### src/rtl/ptrt_pkg.sv
// ----------------------------------------------------------------------------
// ptrt_pkg
// Shared widths, codes and types for the pending tile request tracker.
// ----------------------------------------------------------------------------
package ptrt_pkg;

    localparam int TABLE_DEPTH_DEF = 16;
    localparam logic [15:0] TIMEOUT_RESET = 16'd2000;

    localparam int KIND_W     = 3;
    localparam int EV_W       = 3;
    localparam int X_W        = 24;
    localparam int Y_W        = 24;
    localparam int Z_W        = 5;
    localparam int SRC_W      = 8;
    localparam int LAY_W      = 8;
    localparam int KEY_W      = X_W + Y_W + Z_W;
    localparam int STAMP_W    = 32;
    localparam int TMO_W      = 16;
    localparam int ENTRY_W    = KEY_W + STAMP_W;
    localparam int CFG_IDX_W  = 2;
    localparam int CFG_DATA_W = 16;
    localparam int S_TDATA_W  = 72;
    localparam int M_TDATA_W  = 56;

    localparam logic [KIND_W-1:0] KIND_REQUEST = 3'd0;
    localparam logic [KIND_W-1:0] KIND_LOADED  = 3'd1;
    localparam logic [KIND_W-1:0] KIND_EMPTY   = 3'd2;
    localparam logic [KIND_W-1:0] KIND_TICK    = 3'd3;
    localparam logic [KIND_W-1:0] KIND_PURGE   = 3'd4;
    localparam logic [KIND_W-1:0] KIND_QUERY   = 3'd5;

    localparam logic [EV_W-1:0] EV_ISSUED   = 3'd0;
    localparam logic [EV_W-1:0] EV_LOADED   = 3'd1;
    localparam logic [EV_W-1:0] EV_EMPTY    = 3'd2;
    localparam logic [EV_W-1:0] EV_COMPLETE = 3'd3;
    localparam logic [EV_W-1:0] EV_QUERY    = 3'd4;
    localparam logic [EV_W-1:0] EV_FULL     = 3'd5;

    localparam logic [CFG_IDX_W-1:0] CFG_OWN_SOURCE = 2'd0;
    localparam logic [CFG_IDX_W-1:0] CFG_OWN_LAYER  = 2'd1;
    localparam logic [CFG_IDX_W-1:0] CFG_TIMEOUT    = 2'd2;

    typedef struct packed {
        logic [EV_W-1:0] event_res;
        logic [X_W-1:0]  out_x;
        logic [Y_W-1:0]  out_y;
        logic [Z_W-1:0]  out_zoom;
        logic            is_pending;
        logic            last;
    } t_result;

    typedef struct packed {
        logic [1:0] count;
        t_result    r0;
        t_result    r1;
    } t_push;

    typedef enum logic [1:0] {
        ST_IDLE,
        ST_EXEC,
        ST_SCAN,
        ST_DONE
    } t_state;

endpackage

### src/rtl/ptrt_out_queue.sv
// ----------------------------------------------------------------------------
// ptrt_out_queue
// Two-entry result buffer driving the master-side stream.
// ----------------------------------------------------------------------------
module ptrt_out_queue import ptrt_pkg::*; (
    input  logic                 i_clk,
    input  logic                 i_rst_n,
    input  t_push                i_push,
    output logic [1:0]           o_free,
    output logic                 m_axis_tvalid,
    input  logic                 m_axis_tready,
    output logic [M_TDATA_W-1:0] m_axis_tdata,  // out_x, out_y, out_zoom, is_pending, pad
    output logic [EV_W-1:0]      m_axis_tuser,  // event_res
    output logic                 m_axis_tlast
);

    logic    r_out_v, r_nxt_v;
    logic    n_out_v, n_nxt_v;
    t_result r_out, r_nxt;
    t_result n_out, n_nxt;
    logic    pop;

    assign pop    = r_out_v & m_axis_tready;
    assign o_free = {1'b0, ~r_out_v} + {1'b0, ~r_nxt_v};

    always_comb begin
        n_out_v = r_out_v;
        n_nxt_v = r_nxt_v;
        n_out   = r_out;
        n_nxt   = r_nxt;
        if (pop) begin
            n_out_v = r_nxt_v;
            n_out   = r_nxt;
            n_nxt_v = 1'b0;
        end
        if (i_push.count != 2'd0) begin
            if (!n_out_v) begin
                n_out_v = 1'b1;
                n_out   = i_push.r0;
            end else begin
                n_nxt_v = 1'b1;
                n_nxt   = i_push.r0;
            end
        end
        if (i_push.count == 2'd2) begin
            if (!n_out_v) begin
                n_out_v = 1'b1;
                n_out   = i_push.r1;
            end else begin
                n_nxt_v = 1'b1;
                n_nxt   = i_push.r1;
            end
        end
    end

    always_ff @(posedge i_clk) begin
        if (!i_rst_n) begin
            r_out_v <= 1'b0;
            r_nxt_v <= 1'b0;
        end else begin
            r_out_v <= n_out_v;
            r_nxt_v <= n_nxt_v;
        end
        r_out <= n_out;
        r_nxt <= n_nxt;
    end

    assign m_axis_tvalid = r_out_v;
    assign m_axis_tdata  = {2'b00, r_out.is_pending, r_out.out_zoom, r_out.out_y, r_out.out_x};
    assign m_axis_tuser  = r_out.event_res;
    assign m_axis_tlast  = r_out.last;

    a_order: assert property (@(posedge i_clk) disable iff (!i_rst_n)
        r_nxt_v |-> r_out_v)
        else $error("second buffer entry valid without head entry");

    a_no_overflow: assert property (@(posedge i_clk) disable iff (!i_rst_n)
        i_push.count <= o_free)
        else $error("result push exceeds free buffer space");

endmodule

### src/rtl/pending_tile_request_tracker.sv
// ----------------------------------------------------------------------------
// pending_tile_request_tracker
// Outstanding tile request table with timestamps, reply matching and purge.
//
//   Channel   Dir  Handshake              Content
//   s_axis    in   tvalid/tready          tuser kind, tdata x/y/zoom/src/layer
//   m_axis    out  tvalid/tready          tuser event, tdata x/y/zoom/pending
//   cfg       in   i_cfg_we               i_cfg_idx, i_cfg_data
//
// Ticks pass through the exec step only, requests through exec and done. Reply,
// purge and query scan a non-empty table, one table slot read per cycle
// through the single memory read port.
// Entries stay packed in age order; a fill count marks the valid slots, so
// reset needs no clearing pass. Results go to a two-entry output buffer;
// the block holds in its final step until the buffer has room.
// ----------------------------------------------------------------------------
module pending_tile_request_tracker import ptrt_pkg::*; #(
    parameter int TABLE_DEPTH = TABLE_DEPTH_DEF
) (
    input  logic                  i_clk,
    input  logic                  i_rst_n,
    input  logic                  s_axis_tvalid,
    output logic                  s_axis_tready,
    input  logic [S_TDATA_W-1:0]  s_axis_tdata,  // tile_x, tile_y, zoom, reply_source,
                                                 // reply_layer, pad
    input  logic [KIND_W-1:0]     s_axis_tuser,  // kind
    output logic                  m_axis_tvalid,
    input  logic                  m_axis_tready,
    output logic [M_TDATA_W-1:0]  m_axis_tdata,  // out_x, out_y, out_zoom, is_pending, pad
    output logic [EV_W-1:0]       m_axis_tuser,  // event_res
    output logic                  m_axis_tlast,
    input  logic                  i_cfg_we,
    input  logic [CFG_IDX_W-1:0]  i_cfg_idx,
    input  logic [CFG_DATA_W-1:0] i_cfg_data
);

    localparam int AW = $clog2(TABLE_DEPTH);
    localparam int CW = $clog2(TABLE_DEPTH + 1);
    localparam logic [CW-1:0] FULL_COUNT = CW'(TABLE_DEPTH);

    logic [ENTRY_W-1:0] r_slot_mem [TABLE_DEPTH];
    logic [ENTRY_W-1:0] r_rdata;

    t_state             r_state, n_state;
    logic [KIND_W-1:0]  r_kind, n_kind;
    logic [KEY_W-1:0]   r_key, n_key;
    logic               r_id_ok, n_id_ok;
    logic [SRC_W-1:0]   r_own_source, n_own_source;
    logic [LAY_W-1:0]   r_own_layer, n_own_layer;
    logic [TMO_W-1:0]   r_timeout, n_timeout;
    logic [STAMP_W-1:0] r_now, n_now;
    logic [CW-1:0]      r_count, n_count;
    logic [CW-1:0]      r_rd, n_rd;
    logic [CW-1:0]      r_wr, n_wr;
    logic               r_pv, n_pv;
    logic               r_hit, n_hit;

    logic               accept;
    logic               mem_re, mem_we;
    logic [AW-1:0]      mem_raddr, mem_waddr;
    logic [ENTRY_W-1:0] mem_wdata;
    logic [KEY_W-1:0]   q_key;
    logic [STAMP_W-1:0] q_stamp, q_age;
    logic               q_match, q_aged, is_reply, drop, scan_end;
    t_result            base_res, done_res;
    logic [1:0]         res_count, q_free;
    t_push              push;

    assign accept   = s_axis_tvalid & s_axis_tready;
    assign q_key    = r_rdata[ENTRY_W-1:STAMP_W];
    assign q_stamp  = r_rdata[STAMP_W-1:0];
    assign q_age    = r_now - q_stamp;
    assign q_match  = (q_key == r_key);
    assign q_aged   = (q_age > {{(STAMP_W-TMO_W){1'b0}}, r_timeout});
    assign is_reply = (r_kind == KIND_LOADED) || (r_kind == KIND_EMPTY);
    assign drop     = r_pv && ((is_reply && q_match && !r_hit)
                            || ((r_kind == KIND_PURGE) && q_aged));
    assign scan_end = (r_rd == r_count) && !r_pv;

    // result of the current item
    always_comb begin
        base_res            = '0;
        base_res.event_res  = r_kind;
        base_res.out_x      = r_key[X_W-1:0];
        base_res.out_y      = r_key[X_W+Y_W-1:X_W];
        base_res.out_zoom   = r_key[KEY_W-1:X_W+Y_W];
        base_res.last       = 1'b1;
        done_res            = '0;
        done_res.event_res  = EV_COMPLETE;
        done_res.last       = 1'b1;
    end

    always_comb begin
        res_count = 2'd0;
        case (r_kind)
            KIND_REQUEST: res_count = 2'd1;
            KIND_LOADED, KIND_EMPTY: begin
                if (r_hit) begin
                    res_count = (r_count == '0) ? 2'd2 : 2'd1;
                end
            end
            KIND_PURGE: res_count = (r_hit && r_count == '0) ? 2'd1 : 2'd0;
            KIND_QUERY: res_count = 2'd1;
            default:    res_count = 2'd0;
        endcase
    end

    // next state
    always_comb begin
        n_state = r_state;
        case (r_state)
            ST_IDLE: begin
                if (accept) begin
                    n_state = ST_EXEC;
                end
            end
            ST_EXEC: begin
                case (r_kind)
                    KIND_REQUEST: n_state = ST_DONE;
                    KIND_LOADED, KIND_EMPTY:
                        n_state = (r_id_ok && r_count != '0) ? ST_SCAN : ST_IDLE;
                    KIND_PURGE: n_state = (r_count != '0) ? ST_SCAN : ST_IDLE;
                    KIND_QUERY: n_state = (r_count != '0) ? ST_SCAN : ST_DONE;
                    default:    n_state = ST_IDLE;
                endcase
            end
            ST_SCAN: begin
                if (scan_end) begin
                    n_state = ST_DONE;
                end
            end
            ST_DONE: begin
                if (res_count <= q_free) begin
                    n_state = ST_IDLE;
                end
            end
            default: n_state = ST_IDLE;
        endcase
    end

    // control outputs
    always_comb begin
        s_axis_tready = (r_state == ST_IDLE);
        mem_re        = 1'b0;
        mem_raddr     = r_rd[AW-1:0];
        mem_we        = 1'b0;
        mem_waddr     = r_wr[AW-1:0];
        mem_wdata     = r_rdata;
        push          = '0;
        case (r_state)
            ST_EXEC: begin
                if (r_kind == KIND_REQUEST && r_count != FULL_COUNT) begin
                    mem_we    = 1'b1;
                    mem_waddr = r_count[AW-1:0];
                    mem_wdata = {r_key, r_now};
                end
            end
            ST_SCAN: begin
                mem_re = (r_rd < r_count);
                mem_we = r_pv && !drop;
            end
            ST_DONE: begin
                if (res_count <= q_free) begin
                    push.count = res_count;
                    push.r0    = base_res;
                    push.r1    = done_res;
                    case (r_kind)
                        KIND_REQUEST: push.r0.event_res = r_hit ? EV_FULL : EV_ISSUED;
                        KIND_LOADED, KIND_EMPTY: push.r0.last = (r_count != '0);
                        KIND_PURGE:   push.r0 = done_res;
                        KIND_QUERY: begin
                            push.r0.event_res  = EV_QUERY;
                            push.r0.is_pending = r_hit;
                        end
                        default: push.count = 2'd0;
                    endcase
                end
            end
            default: ;
        endcase
    end

    // datapath
    always_comb begin
        n_kind       = r_kind;
        n_key        = r_key;
        n_id_ok      = r_id_ok;
        n_own_source = r_own_source;
        n_own_layer  = r_own_layer;
        n_timeout    = r_timeout;
        n_now        = r_now;
        n_count      = r_count;
        n_rd         = r_rd;
        n_wr         = r_wr;
        n_pv         = r_pv;
        n_hit        = r_hit;

        if (i_cfg_we) begin
            case (i_cfg_idx)
                CFG_OWN_SOURCE: n_own_source = i_cfg_data[SRC_W-1:0];
                CFG_OWN_LAYER:  n_own_layer  = i_cfg_data[LAY_W-1:0];
                CFG_TIMEOUT:    n_timeout    = i_cfg_data[TMO_W-1:0];
                default: ;
            endcase
        end

        case (r_state)
            ST_IDLE: begin
                if (accept) begin
                    n_kind  = s_axis_tuser;
                    n_key   = s_axis_tdata[KEY_W-1:0];
                    n_id_ok = (s_axis_tdata[KEY_W+SRC_W-1:KEY_W] == r_own_source)
                           && (s_axis_tdata[KEY_W+SRC_W+LAY_W-1:KEY_W+SRC_W] == r_own_layer);
                end
            end
            ST_EXEC: begin
                n_rd  = '0;
                n_wr  = '0;
                n_pv  = 1'b0;
                n_hit = 1'b0;
                case (r_kind)
                    KIND_REQUEST: begin
                        n_hit = (r_count == FULL_COUNT);
                        if (r_count != FULL_COUNT) begin
                            n_count = r_count + 1'b1;
                        end
                    end
                    KIND_PURGE: n_hit = (r_count != '0);
                    KIND_TICK:  n_now = r_now + 1'b1;
                    default: ;
                endcase
            end
            ST_SCAN: begin
                n_pv = mem_re;
                if (mem_re) begin
                    n_rd = r_rd + 1'b1;
                end
                if (r_pv) begin
                    if (q_match) begin
                        n_hit = 1'b1;
                    end
                    if (!drop) begin
                        n_wr = r_wr + 1'b1;
                    end
                end
                if (scan_end) begin
                    n_count = r_wr;
                end
            end
            default: ;
        endcase
    end

    always_ff @(posedge i_clk) begin
        if (!i_rst_n) begin
            r_state      <= ST_IDLE;
            r_own_source <= '0;
            r_own_layer  <= '0;
            r_timeout    <= TIMEOUT_RESET;
            r_now        <= '0;
            r_count      <= '0;
            r_pv         <= 1'b0;
        end else begin
            r_state      <= n_state;
            r_own_source <= n_own_source;
            r_own_layer  <= n_own_layer;
            r_timeout    <= n_timeout;
            r_now        <= n_now;
            r_count      <= n_count;
            r_pv         <= n_pv;
        end
        r_kind  <= n_kind;
        r_key   <= n_key;
        r_id_ok <= n_id_ok;
        r_rd    <= n_rd;
        r_wr    <= n_wr;
        r_hit   <= n_hit;
    end

    always_ff @(posedge i_clk) begin
        if (mem_we) begin
            r_slot_mem[mem_waddr] <= mem_wdata;
        end
        if (mem_re) begin
            r_rdata <= r_slot_mem[mem_raddr];
        end
    end

    ptrt_out_queue u_out_queue (
        .i_clk         (i_clk),
        .i_rst_n       (i_rst_n),
        .i_push        (push),
        .o_free        (q_free),
        .m_axis_tvalid (m_axis_tvalid),
        .m_axis_tready (m_axis_tready),
        .m_axis_tdata  (m_axis_tdata),
        .m_axis_tuser  (m_axis_tuser),
        .m_axis_tlast  (m_axis_tlast)
    );

    a_count_range: assert property (@(posedge i_clk) disable iff (!i_rst_n)
        r_count <= FULL_COUNT)
        else $error("entry count beyond table depth");

    a_wr_behind_rd: assert property (@(posedge i_clk) disable iff (!i_rst_n)
        (r_state == ST_SCAN) |-> (r_wr <= r_rd))
        else $error("compaction write pointer ahead of read pointer");

    a_idle_count: assert property (@(posedge i_clk) disable iff (!i_rst_n)
        (r_state == ST_IDLE) |=> $stable(r_count))
        else $error("entry count changed while idle");

endmodule

### config.mk
export PLATFORM = sky130hd
export DESIGN_NAME = pending_tile_request_tracker
export DESIGN_NICKNAME = d
export VERILOG_FILES = /design/src/rtl/ptrt_pkg.sv /design/src/rtl/ptrt_out_queue.sv /design/src/rtl/pending_tile_request_tracker.sv
export SDC_FILE = /design/constraint.sdc
export NUM_CORES = 2
export LEC_CHECK = 0
export BUFFER_PORTS_ARGS = -buffer_cell sky130_fd_sc_hd__buf_2
export CAP_MARGIN = 20
export CORE_UTILIZATION = 43
export CTS_CLUSTER_DIAMETER = 100
export CTS_CLUSTER_SIZE = 24
export DETAILED_ROUTE_END_ITERATION = 12
export PLACE_DENSITY = 0.57
export RECOVER_POWER = 100
export SLEW_MARGIN = 20
export SYNTH_ARGS = -nofsm -noshare
export SYNTH_HDL_FRONTEND = slang
export SYNTH_HIERARCHICAL = 1
export SYNTH_SLANG_ARGS = --single-unit
### constraint.sdc
create_clock -name i_clk -period 18.9 [get_ports i_clk]
set_input_delay 3.78 -clock i_clk [delete_from_list [all_inputs] [get_ports i_clk]]
set_output_delay 3.78 -clock i_clk [all_outputs]
set_load 0.01 [all_outputs]
## After elaboration in Yosys (flattened, before gate mapping)

Memory sizes are Yosys's and may differ from the RTL's. A register that Yosys moved wholly into a read port is not among the register bits.
Index checks and enable logic that the tools add are counted.

| operators by class | value |
|---|---|
| bitwise logic cells | 4 |
| reductions and logical operators | 35 |
| multiplexer cells | 60 |
| eq/ne operators | 26 |
| add/sub/neg operators | 6 |
| order comparisons | 3 |

Operators with widths:

| cell | number |
|---|---|
| 2-to-1 mux 58 bit | 9 |
| 2-to-1 mux 118 bit | 2 |
| 2-to-1 mux 85 bit | 2 |
| equality test 53 bit | 1 |
| 2-to-1 mux 53 bit | 1 |
| adder 32 x 1 -> 32 bit, second input constant | 1 |
| greater-than comparator 32 x 16 -> 1 bit | 1 |
| subtractor 32 bit | 1 |
| 2-to-1 mux 5 bit | 6 |
| one-hot mux 5 bit (2 select lines) | 3 |
| 2-to-1 mux 1 bit | 18 |
| equality test 8 bit | 2 |
| 2-to-1 mux 2 bit | 8 |
| != test 2 bit, second input constant | 8 |
| one-hot mux 2 bit (4 select lines) | 2 |
| adder 5 x 1 -> 5 bit, second input constant | 3 |
| AND reduction 2 bit | 6 |
| logical AND 1 bit | 10 |
| one-hot mux 3 bit (3 select lines) | 1 |
| AND reduction 3 bit | 3 |
| equality test 2 bit, second input constant | 4 |
| 2-to-1 mux 4 bit | 2 |
| one-hot mux 1 bit (2 select lines) | 4 |
| equality test 3 x 2 -> 1 bit, second input constant | 2 |
| other kinds (24) | 34 |

| word-level totals | value |
|---|---|
| input bits | 98 |
| memory bits (writable) | 1360 |
| flip-flop bits (word level) | 258 |
| memories kept | 1 |
| output and inout bits | 62 |

Memory list:

| name | depth | bits a word | read ports | clocked after memory_dff | write ports | line | source |
|---|---|---|---|---|---|---|---|
| r_slot_mem | 16 | 85 | 1 | 1 | 1 | pending_tile_request_tracker.sv:41 | `logic [ENTRY_W-1:0] r_slot_mem [TABLE_DEPTH];` |

## Logic depth before layout (Yosys ltp)

| depth | value |
|---|---|
| depth after elaboration | 11 |
| gate-level depth with buffers | 21 |
| depth with buffers taken out | 21 |

## Hierarchy

Netlist, hierarchy kept.

By module, submodules not included:

| module | instances | seq. area each (µm²) | area each (µm²) | cells each |
|---|---|---|---|---|
| pending_tile_request_tracker | 1 | 46875.0 | 64947.3 | 3963 |
| ptrt_out_queue | 1 | 2362.3 | 6214.7 | 603 |

## Worst setup path before layout

No wires, ideal clock.

| timing | value |
|---|---|
| kind | reg-to-reg |
| from | register r_rd[0] |
| to | register r_pv |
| arrival | 16.058 ns |
| clock period less this slack | 16.168 ns |
| cell stages (with the launch flop) | 13 |
| setup time | 0.110 ns |
| setup slack | 2.732 ns |
| data required time | 18.790 ns |
| cell sequence | edfxtp_1 -> clkbuf_1 -> clkbuf_1 -> buf_1 -> buf_1 -> inv_1 -> ha_1 -> inv_1 -> a21oi_1 -> nor2_1 -> a2111oi_0 -> mux2i_1 -> nor2b_1 |

| on the way | value |
|---|---|
| longest elaborated chain between the ends | 3 |

Ends and longest elaborated chain:

| item | line | source |
|---|---|---|
| from (decl) | pending_tile_request_tracker.sv:53 | `logic [CW-1:0] r_rd, n_rd;` |
| from (signal assigned) | pending_tile_request_tracker.sv:275 | `r_rd <= n_rd;` |
| < comparator 5 bit | pending_tile_request_tracker.sv:159 | `mem_re = (r_rd < r_count);` |
| 2-to-1 mux 1 bit | pending_tile_request_tracker.sv:150 | `case (r_state)` |
| via mem_re | pending_tile_request_tracker.sv:59 | `logic mem_re, mem_we;` |
| one-hot mux 1 bit (2 select lines) | pending_tile_request_tracker.sv:207 | `case (r_state)` |
| to (signal assigned) | pending_tile_request_tracker.sv:270 | `r_pv <= n_pv;` |
| to (decl) | pending_tile_request_tracker.sv:55 | `logic r_pv, n_pv;` |

The timed path passes the listed nets, and every way through them passes these cells.
A chain may end at the register's enable or synchronous reset.

## Final worst setup path

| timing | value |
|---|---|
| from | register r_now[0] |
| to | memory r_slot_mem[5][64] in the netlist's numbering (enable) |

| on the way | value |
|---|---|
| longest elaborated chain between the ends | 10 |

Ends and longest elaborated chain:

| item | line | source |
|---|---|---|
| from (decl) | pending_tile_request_tracker.sv:51 | `logic [STAMP_W-1:0] r_now, n_now;` |
| from (signal assigned) | pending_tile_request_tracker.sv:268 | `r_now <= n_now;` |
| subtractor 32 bit | pending_tile_request_tracker.sv:72 | `assign q_age = r_now - q_stamp;` |
| greater-than comparator 32 x 16 -> 1 bit | pending_tile_request_tracker.sv:74 | `assign q_aged = (q_age > {{(STAMP_W-TMO_W){1'b0}}, r_timeout});` |
| logical AND 1 bit | pending_tile_request_tracker.sv:77 | `\|\| ((r_kind == KIND_PURGE) && q_aged));` |
| logical OR 1 bit | pending_tile_request_tracker.sv:77 |  |
| logical AND 1 bit | pending_tile_request_tracker.sv:76 | `assign drop = r_pv && ((is_reply && q_match && !r_hit)` |
| logical NOT 1 bit | -- |  |
| logical AND 1 bit | pending_tile_request_tracker.sv:160 | `mem_we = r_pv && !drop;` |
| one-hot mux 1 bit (2 select lines) | pending_tile_request_tracker.sv:150 |  |
| 2-to-1 mux 1 bit | pending_tile_request_tracker.sv:281 | `if (mem_we) begin` |
| 2-to-1 mux 1 bit (implied by the code) | pending_tile_request_tracker.sv:282 | `r_slot_mem[mem_waddr] <= mem_wdata;` |
| to (decl) | pending_tile_request_tracker.sv:41 |  |

Every way passes these cells.

==> metrics.cfg <==
[timing]
fin_skew_ns = 0.0436
rsz0062_at_grt = false
slew_headroom_pct = -519
tightest_slew_ns = 9.29
setup_viol = 0
hold_viol_final = 0
fin_crit_sh_pct = 66.0
setup-tns-final_ns = 0
drv_slew = 2310
fin_crit_ns = 12.48
fmax_ghz = 0.0801
hold_ws_ns = 0.477

[cells_and_area]
layout-drive-gt1-share_pct = 12.3
register_area_um2 = 49200
fillers = 14070
multi_input_area_um2 = 20600
area_growth_pct = 7.53
nNetsFinal = 4840

[yosys]
ys_ff_latch = 1703
yosysSeqAreaShare_pct = 69.2
yosysWarnings = 6
synthArstFlopShare_pct = 0
yosys-top-cells-area = edfxtp_1 (64%), mux4_2 (5.4%), dfxtp_1 (5.3%)
syn_avg_cell_area_um2 = 15.6
yosys.area.top_type = edfxtp_1
ys_types = 76
yosysTopAreaCellShare_pct = 63.8
ys.flop_type = edfxtp_1
synth_area_um2 = 71200
synth_edf_count = 1513
syn_inst = 4566

[global_routing]
grt.busiest_layer = met2
use_met2_pct = 33.6
antenna_found_initial = 9
grt_max_degree = 134
grt_use_total_pct = 21.2
grt_overflow_total = 0
grt_pass1_vias = 38679
grt_util_met1_pct = 30.6
grt_use_met3_pct = 3.30
grt_pass1_wl_mm = 263

[power_and_ir_drop]
p_per_area_nw_per_um2 = 88.9
p_leak_nw = 25.2
peakVddDrop_uv = 81.9

[clock_network]
cts.sinks = 1703
clkTransAtPathRegs_ns = 0.10
post_cts_buffers = 0
clk_latency_ns = 0.73
cts_tree = built
cts.repair.resized = 0
ctsHoldBuffers = 0
h-tree-depth = 3
cts_buffers = 81
clockRootBuffer = clkbuf_16
clockBufferDepth = 3

[worst_setup_path]
crit_slowest_cell = clkbuf_1
critical_path_cell_count = 18
rr_startpoint = r_now[0]$_SDFFE_PN0P_
rrSetupSlack_ns = 6.42
crit_required_ns = 18.99
crit_path_end_kind = flip-flop
worstSetupPathType = reg2reg
r2r-end = r_slot_mem[5][64]$_DFFE_PP_
max_stage_delay_ns = 5.65
cp_cell_sequence = inv_1, ha_1, fa_1, nor2b_1, o2111ai_1, a211oi_1, nor3_1, xnor2_1, ha_1, and3_1, nand4_1, a211oi_1, o31ai_1, nand4b_1, nor4_1, a31oi_1, nor3_1, clkbuf_1
r2r_cells = 18
worstPathMaxFanout = 82
cp.buffers_inverters = 2
path_delay_family = buffers and inverters
cp-start-kind = flip-flop
arrival_ns = 12.57

[floorplan]
fp.dieW_um = 409
io_pins = 160
row_count = 148
dieArea_um2 = 167000
initial_core_util_pct = 43.5
core_um2 = 164000
die_y_um = 409

[route]
drtIter0Drc = 3606
routedWlPerCell_um = 26.1
via_per_inst = 5.75
vias = 39699
dr.pass1.iters = 5
final_antenna_net_count = 0
finalWirelength_mm = 180
drc = 0

[run]
drv_cap = 42

[status]
violations = max-capacitance violations, max-slew violations
outcome = finished, violations left

[placed_design]
dp_hpwl_mm = 93.6
place_congestion = 0.815
port_buffers = 154

[worst_hold_path]
min_to = r_timeout[11]$_SDFFE_PN0P_
hold_path.class = reg2reg
hold_depth = 2
hp-start = r_timeout[11]$_SDFFE_PN0P_

==> worst max path at each step <==
stage / startpoint / to / slack (ns)
3_3_place_gp: r_now[0]$_SDFFE_PN0P_ / r_slot_mem[8][64]$_DFFE_PP_ / 12.12
3_5_place_dp: r_now[0]$_SDFFE_PN0P_ / r_slot_mem[9][64]$_DFFE_PP_ / 12.06
6_report: r_now[0]$_SDFFE_PN0P_ / r_slot_mem[5][64]$_DFFE_PP_ / 6.42
4_1_cts: r_now[0]$_SDFFE_PN0P_ / r_slot_mem[9][23]$_DFFE_PP_ / 12.00
2_1_floorplan: r_rd[0]$_SDFFCE_PN0P_ / r_pv$_SDFFE_PN0P_ / 2.73
5_1_grt: r_now[0]$_SDFFE_PN0P_ / r_slot_mem[5][51]$_DFFE_PP_ / 5.87
==> worst reg2reg max path, delay by kind of cell, from the launching register on <==
kind / cells / cell delay (ns)
compound gates: 5 / 2.05
xor+xnor: 1 / 0.33
fa+ha+maj: 3 / 0.94
buf+inv: 2 / 5.75
flops: 1 / 0.41
simple gates: 7 / 2.26
==> cell usage after synthesis, types with 31 or more instances <==
| cell type | count |
|---|---|
| buf_1 | 31 |
| a22oi_1 | 88 |
| nor2_1 | 55 |
| a21oi_1 | 136 |
| nor2b_1 | 87 |
| and4b_1 | 59 |
| clkbuf_1 | 204 |
| dfxtp_1 | 190 |
| nor3_1 | 43 |
| and2_1 | 89 |
| nand2_1 | 380 |
| inv_1 | 132 |
| mux2_2 | 186 |
| mux4_2 | 170 |
| a311oi_1 | 59 |
| mux2i_1 | 275 |
| o21ai_0 | 228 |
| a221oi_1 | 87 |
| a211oi_1 | 61 |
| ha_1 | 64 |
| xnor2_1 | 107 |
| nand4_1 | 40 |
| edfxtp_1 | 1513 |
==> sequential cells by signal, indices dropped and copies added (netlist names), 3 cells and up, named ones only <==
| signal | cells |
|---|---|
| u_out_queue/m_axis_tdata | 54 |
| r_wr | 5 |
| r_now | 32 |
| u_out_queue/m_axis_tuser | 3 |
| r_count | 5 |
| r_own_source | 8 |
| u_out_queue/r_nxt | 58 |
| r_own_layer | 8 |
| r_key | 53 |
| r_timeout | 16 |
| r_rd | 5 |
| r_rdata | 85 |
| r_slot_mem | 1360 |
| r_kind | 3 |
==> metal layers <==
layer  wire length, um  part of all wire [%]  up-vias
met5                13                0.0072        -
met4              3270                   1.8        2
met3             11400                   6.3      167
met2             83600                    46     1091
met1             81900                    45    20601
li1                  -                     -    17838
==> layout make-up <==
type | count | area share (%)
flip-flops and latches | 1703 | 64.3
diodes | 4 | 0.0131
well taps | 2175 | 3.56
clock inverters | 8 | 0.136
inverters | 133 | 0.652
multi-input cells | 2513 | 26.9
repair buffers | 245 | 1.51
clock buffers | 123 | 2.91
==> cells in the final DEF, fill, tap and decap left out, drive strengths merged, types with 26 or more instances in the layout <==
| master | n |
|---|---|
| o21ai | 241 |
| a21oi | 138 |
| nand3 | 26 |
| inv | 138 |
| conb | 57 |
| nand2 | 381 |
| nor2b | 87 |
| edfxtp | 1513 |
| mux4 | 170 |
| nor3 | 43 |
| ha | 64 |
| and4b | 59 |
| clkbuf | 272 |
| mux2 | 202 |
| dfxtp | 190 |
| a211oi | 62 |
| a311oi | 59 |
| mux2i | 275 |
| buf | 96 |
| a221oi | 87 |
| nand4 | 40 |
| and2 | 89 |
| xnor2 | 107 |
| nor2 | 56 |
| a22oi | 88 |
==> kinds of logic after synthesis <==
| logic type | after synthesis | share of synthesized area (%) |
|---|---|---|
| other | 2 | 0.0106 |
| AOI/OAI and AO/OA | 785 | 7.27 |
| DFF | 1703 | 69.2 |
| xor gates and xnor gates | 122 | 1.50 |
| and+or+nand+nor | 837 | 6.09 |
| buffers and inverters | 405 | 2.29 |
| muxes | 647 | 12.5 |
| adders and majority gates | 65 | 1.15 |
==> where the power goes <==
group	total [W]	switching, W	internal [W]	leakage (nW)
clock network	0.00199	0.00116	0.000831	1.12
logic	0.000630	0.000362	0.000269	8.91
registers	0.00418	0.0000544	0.00413	15.2
==> through the flow <==
stage,total power (W),std cells,util (%),worst slack [ns],instance area (um^2)
after floorplan,0.00467,4621,-,2.73,71400
after global placement,0.00487,6769,45.7,12.12,74800
after detailed placement,0.00488,6769,45.7,12.06,74800
after CTS,0.00684,6900,47.2,12.00,77100
after global routing,0.00704,6900,46.8,5.87,76500
final,0.00680,6904,46.8,6.42,76500
(Power assumes the default switching activity.)
